**config.mk**
```make
export PLATFORM = sky130hd
export DESIGN_NAME = rde_ctrl
export DESIGN_NICKNAME = d
export VERILOG_FILES = /design/src/hw/rtl/rde_pkg.sv /design/src/hw/rtl/rde_ctrl.sv
export SDC_FILE = /design/constraint.sdc
export NUM_CORES = 1
export LEC_CHECK = 0
export BUFFER_PORTS_ARGS = -buffer_cell sky130_fd_sc_hd__buf_2
export CAP_MARGIN = 25
export CORE_MARGIN = 5
export CORE_UTILIZATION = 46
export CTS_CLUSTER_DIAMETER = 120
export DETAILED_ROUTE_END_ITERATION = 7
export PLACE_DENSITY_LB_ADDON = 0.08
export SYNTH_ARGS = -nofsm -noshare
export SYNTH_HDL_FRONTEND = slang
export SYNTH_SLANG_ARGS = --single-unit
export TNS_END_PERCENT = 100
```
**constraint.sdc**
```tcl
create_clock -name clk_i -period 2.3 [get_ports clk_i]
set_clock_uncertainty 0.2 [all_clocks]
set_input_delay 0.23 -clock clk_i [delete_from_list [all_inputs] [get_ports clk_i]]
set_output_delay 0.23 -clock clk_i [all_outputs]
set_load 0.02 [all_outputs]
```
**src/hw/rtl/rde_pkg.sv**
```systemverilog
// ----------------------------------------------------------------------------
// rde_pkg
// Shared constants, operation codes and the control/status structs of the
// raster draw engine.
// ----------------------------------------------------------------------------
`default_nettype none

package rde_pkg;

  localparam int unsigned SideW    = 8;                   // log2 of the maximum side
  localparam int unsigned MaxSide  = 1 << SideW;          // 256
  localparam int unsigned CoordW   = SideW + 1;           // holds 0..MaxSide
  localparam int unsigned AddrW    = 2 * SideW;           // pixel address
  localparam int unsigned Depth    = MaxSide * MaxSide;
  localparam int unsigned SpW      = AddrW + 1;           // holds 0..Depth
  localparam int unsigned ColourW  = 8;

  localparam logic [ColourW-1:0] Background = 8'd79;

  typedef enum logic [2:0] {
    OP_INIT  = 3'd0,
    OP_CLEAR = 3'd1,
    OP_PIXEL = 3'd2,
    OP_VSPAN = 3'd3,
    OP_HSPAN = 3'd4,
    OP_RECT  = 3'd5,
    OP_FLOOD = 3'd6,
    OP_READ  = 3'd7
  } op_e;

  typedef struct packed {
    logic cap;
    logic box_start;
    logic box_adv;
    logic seed_rd;
    logic seed_chk;
    logic pop;
    logic load_cur;
    logic nb_rd;
    logic nb_chk;
    logic nb_adv;
    logic rd_issue;
    logic out_load;
  } cmd_t;

  typedef struct packed {
    op_e  op;
    logic box_empty;
    logic box_last;
    logic seed_inside;
    logic seed_same;
    logic stack_empty;
    logic nb_ok;
    logic nb_last;
    logic out_busy;
  } status_t;

endpackage

`default_nettype wire

```
**src/hw/rtl/rde_ctrl.sv**
```systemverilog
// ----------------------------------------------------------------------------
// rde_ctrl
// Command sequencer: box walk, stack driven flood fill and pixel read.
// ----------------------------------------------------------------------------
`default_nettype none

module rde_ctrl (
  input  wire logic             clk_i,
  input  wire logic             rst_ni,
  input  wire logic             in_valid_i,
  output logic                  in_ready_o,
  input  wire rde_pkg::status_t sts_i,
  output rde_pkg::cmd_t         cmd_o
);

  typedef enum logic [8:0] {
    S_IDLE     = 9'b000000001,
    S_DISP     = 9'b000000010,
    S_BOX      = 9'b000000100,
    S_SEED_CHK = 9'b000001000,
    S_POP      = 9'b000010000,
    S_POPW     = 9'b000100000,
    S_NRD      = 9'b001000000,
    S_NCHK     = 9'b010000000,
    S_RD_OUT   = 9'b100000000
  } state_e;

  state_e state_q, state_d;

  always_comb begin
    state_d = state_q;
    cmd_o   = '0;
    case (state_q)
      S_IDLE: begin
        if (in_valid_i) begin
          cmd_o.cap = 1'b1;
          state_d   = S_DISP;
        end
      end
      S_DISP: begin
        case (sts_i.op)
          rde_pkg::OP_FLOOD: begin
            if (sts_i.seed_inside) begin
              cmd_o.seed_rd = 1'b1;
              state_d       = S_SEED_CHK;
            end else begin
              state_d = S_IDLE;
            end
          end
          rde_pkg::OP_READ: begin
            cmd_o.rd_issue = 1'b1;
            state_d        = S_RD_OUT;
          end
          default: begin
            cmd_o.box_start = 1'b1;
            state_d         = S_BOX;
          end
        endcase
      end
      S_BOX: begin
        if (sts_i.box_empty) begin
          state_d = S_IDLE;
        end else begin
          cmd_o.box_adv = 1'b1;
          if (sts_i.box_last) begin
            state_d = S_IDLE;
          end
        end
      end
      S_SEED_CHK: begin
        if (sts_i.seed_same) begin
          state_d = S_IDLE;
        end else begin
          cmd_o.seed_chk = 1'b1;
          state_d        = S_POP;
        end
      end
      S_POP: begin
        if (sts_i.stack_empty) begin
          state_d = S_IDLE;
        end else begin
          cmd_o.pop = 1'b1;
          state_d   = S_POPW;
        end
      end
      S_POPW: begin
        cmd_o.load_cur = 1'b1;
        state_d        = S_NRD;
      end
      S_NRD: begin
        if (sts_i.nb_ok) begin
          cmd_o.nb_rd = 1'b1;
          state_d     = S_NCHK;
        end else begin
          cmd_o.nb_adv = 1'b1;
          if (sts_i.nb_last) begin
            state_d = S_POP;
          end
        end
      end
      S_NCHK: begin
        cmd_o.nb_chk = 1'b1;
        cmd_o.nb_adv = 1'b1;
        state_d      = sts_i.nb_last ? S_POP : S_NRD;
      end
      S_RD_OUT: begin
        if (!sts_i.out_busy) begin
          cmd_o.out_load = 1'b1;
          state_d        = S_IDLE;
        end
      end
      default: state_d = S_IDLE;
    endcase
  end

  always_ff @(posedge clk_i or negedge rst_ni) begin
    if (!rst_ni) begin
      state_q <= S_IDLE;
    end else begin
      state_q <= state_d;
    end
  end

  assign in_ready_o = (state_q == S_IDLE);

  a_cap_disp: assert property (@(posedge clk_i) disable iff (!rst_ni)
    cmd_o.cap |=> state_q == S_DISP)
    else $error("captured word not dispatched");
  a_fill_pop: assert property (@(posedge clk_i) disable iff (!rst_ni)
    cmd_o.pop |=> cmd_o.load_cur)
    else $error("popped entry not loaded");
  a_chk_after_rd: assert property (@(posedge clk_i) disable iff (!rst_ni)
    cmd_o.nb_rd |=> cmd_o.nb_chk)
    else $error("neighbour read without check");

endmodule

`default_nettype wire

```
==> summary.md <==
| Metric | Value |
|---|---|
| Status | complete, no violations |
| Ant. Diodes | 0 |
| DR iter-0 viols | 7 |
| Die H | roughly 48 microns |
| H-tree depth | 1 |
| I/O Buffers | 26 |
| Power per cell area | ~660 mW/mm^2 |
| DP Wirelength | between 1000 and 1500 microns |
| Global-route usage over all layers | 0.157 |
| CP max FO | 8 |
| Leakage | approximately 0.00048 uW |
| Final ANT Viol Nets | 0 |
| Logic gate share of total power | 0.433 |
| Post-Syn Instances | 73 |
| Power consumption | roughly 590 uW |
| Final worst slack | around 0.080 ns |
| Final Hold Fails | 0 |
| Die width | 47.8 microns |
| Post-synth top area cell | dfrtp_1 |
| Biggest regs | state_q x9 |
| IO Pins | 27 |
| Worst Max-Slew Pin Slew | 0.412 ns |
| Fill cell count | 120 |
| Vias in the first global route | 620 |
| Placement Setup Slack | between 0.3 and 0.4 ns |
| Worst skew pair latency | 0.27 ns |
| Via count | between 600 and 700 |
| Initial antenna violation count | 0 |
| EDFF count, synth | 0 |
| Clock Path Buffers | 2 |
| Fraction of layout cells with a size suffix above 1 | 0.385 |
| Switching share of power | 0.403 |
| Row count | 13 |
| Unique cell type count in the Yosys netlist | 33 |
| Tightest Hold Check Type | input pin to flip-flop |
| Drt pass-1 iters | 4 |
| CP Launch Type | flip-flop |
| CTS tree | done |
| Syn_nets | 87 |
| Max transition margin | 0.724 |
| Grt ovf | 0 |
| Main area contributors after synthesis | dfrtp_1, nor2_1, and2_1, nand2_1, dfstp_2 |
| Internal power | between 300 and 400 uW |
| Starting Density | 0.492 |
| Final Max Slew Viols | 0 |
| Top FF cell, synth | dfrtp_1 |
| YS warnings | 0 |
| Final wirelength | ~1600 microns |
| Final #Nets | about 120 |
| Share of synthesized flip-flops with an asynchronous set or reset | 1.00 |
| Setup violators final | 0 |
| Psw | 239 uW |
| Core footprint | about 0.0013 sq mm |
| Setup crit end kind | output pin |
| Avg Inst Size Synth | 9.00 sq um |
| Worst path required time | 1.87 ns |
| CTS Sinks | 9 |
| Largest reg by FF count | state_q |
| Flops & latches, synth | 9 |
| CTS clock-pin slew for the worst setup and hold paths | ~0.06 ns |
| Flop pwr share | 0.359 |
| Seq/Total Area, Yosys | 0.345 |
| Layout area overhead | 36.2% |
| Max-Cap Viols | 0 |
| VDD IR max | roughly 0.56 mV |
| Clock power share | 0.207 |
| Max reg flops | 9 |
| Mapped Area | ~660 sq um |
| Via-to-Cell Ratio | just over 5 |
| First-pass GRT wire length | approximately 2500 microns |
| Largest net degree at the start of global routing | 10 |
| Tcrit/Tclk final | 0.965 |
| Share of the synthesized area in the top cell type | 0.305 |
| Classification of the worst setup path | flip-flop to output pin |
| Num CTS Buffers | 3 |
| Final Wtd Congestion | roughly 0.9 |
| WL per Instance | about 13 microns |
| CTS Root Cell | clkbuf_4 |
| DRC viols | 0 |
| Tmin final | 2.22 ns |
| Worst EP arrival | roughly 1.8 ns |
| Max Freq | 450 MHz |
| DIE AREA | ~0.0023 sq mm |
per-layer routing:
layer,routed length (microns),part of all wire,GRT usage
met1,691,0.43,0.183
met2,795,0.49,0.274
met3,105,0.065,0.0564
met4,18,0.011,0.0323
met5,0,0,0
power by group through the flow:
stage	Clock (uW)	Sequential (uW)	Combinational, uW
finish	123	213	257
global route	138	216	288
CTS	129	211	256
detailed placement	0	214	251
global placement	0	214	249
floorplan	0	209	184
kinds of logic (layout without fill, tap and decap cells):
logic type,after synthesis,in the layout,share of synthesized area
buffers and inverters,3,39,0.0305
AO/OA/AOI/OAI,13,13,0.166
XOR/XNOR,2,2,0.0267
flip-flops,9,9,0.345
AND/OR/NAND/NOR,46,46,0.432
worst max-delay path, stage by stage (launching register included):
cell and delay (ns):
dfrtp_2 0.46, nor4_4 0.37, nor3b_4 0.26, and4b_1 0.26
buf_2 0.18
cell usage after synthesis (2+ instances only):
cell type   n
nor2_1     12
dfrtp_1     8
nand2_1     8
and2_1      5
nor4b_1     3
o32ai_1     3
a21o_1      2
and3_1      2
and3b_1     2
nand2b_1    2
nand4_1     2
nor3b_1     2
xor2_1      2
layout make-up:
cell class,instances,area (sq um),area share
Clock buffer,3,22.5,0.0252
Clock inverter,1,5.00,0.00559
Inverter,1,3.75,0.00420
Multi-Input combinational cell,61,417,0.466
Sequential cell,9,228,0.255
Tap cell,15,18.8,0.0210
Timing Repair Buffer,34,200,0.224
stage by stage:
stage | area [sq um] | hold slack, ns | instances | utilization | TNS [ns]
6_report | 895 | 0.0133 | 124 | 0.671 | 0
5_1_grt | 895 | 0.0380 | 124 | 0.671 | -0.0283
4_1_cts | 865 | 0.00946 | 121 | 0.648 | 0
3_5_place_dp | 797 | -0.102 | 113 | 0.598 | 0
3_3_place_gp | 797 | -0.104 | 113 | 0.598 | 0
2_1_floorplan | 657 | -0.266 | 73 | - | 0
cells in the final DEF (no fill, tap or decap), drive strengths merged:
master and n:
a211oi 1, a21o 2, a21oi 1, a2bb2oi 1
a31o 1, a41oi 1, and2 5, and3 2
and3b 2, and4b 1, buf 30, clkbuf 3
clkinv 1, dfrtp 8, dfstp 1, dlygate4sd3 4
inv 1, nand2 8, nand2b 2, nand3 1
nand3b 1, nand4 2, nor2 12, nor2b 1
nor3 1, nor3b 3, nor4 1, nor4b 3
o211ai 1, o21ai 2, o32ai 3, or3b 1
xor2 2
final timing paths:
kind,start,end,slack (ns),cells past startpoint
setup / recovery,state_q[7],cmd_o[7],0.08,4
hold / removal,sts_i[1],state_q[4],0.01,2
setup reg to reg,state_q[8],state_q[0],0.48,4
hold reg to reg,state_q[7],state_q[7],0.47,2
max in group asynchronous,rst_ni,state_q[0],1.50,2
min in group asynchronous,rst_ni,state_q[2],0.15,2
what timing repair did:
item,in CTS,in global routing
setup buffers,0,3
resized for setup,0,2
endpoints found under the hold margin,12,0
hold buffers,4,0
setup endpoints to repair,0,1
No activity file was read; power rests on OpenSTA's default activity.
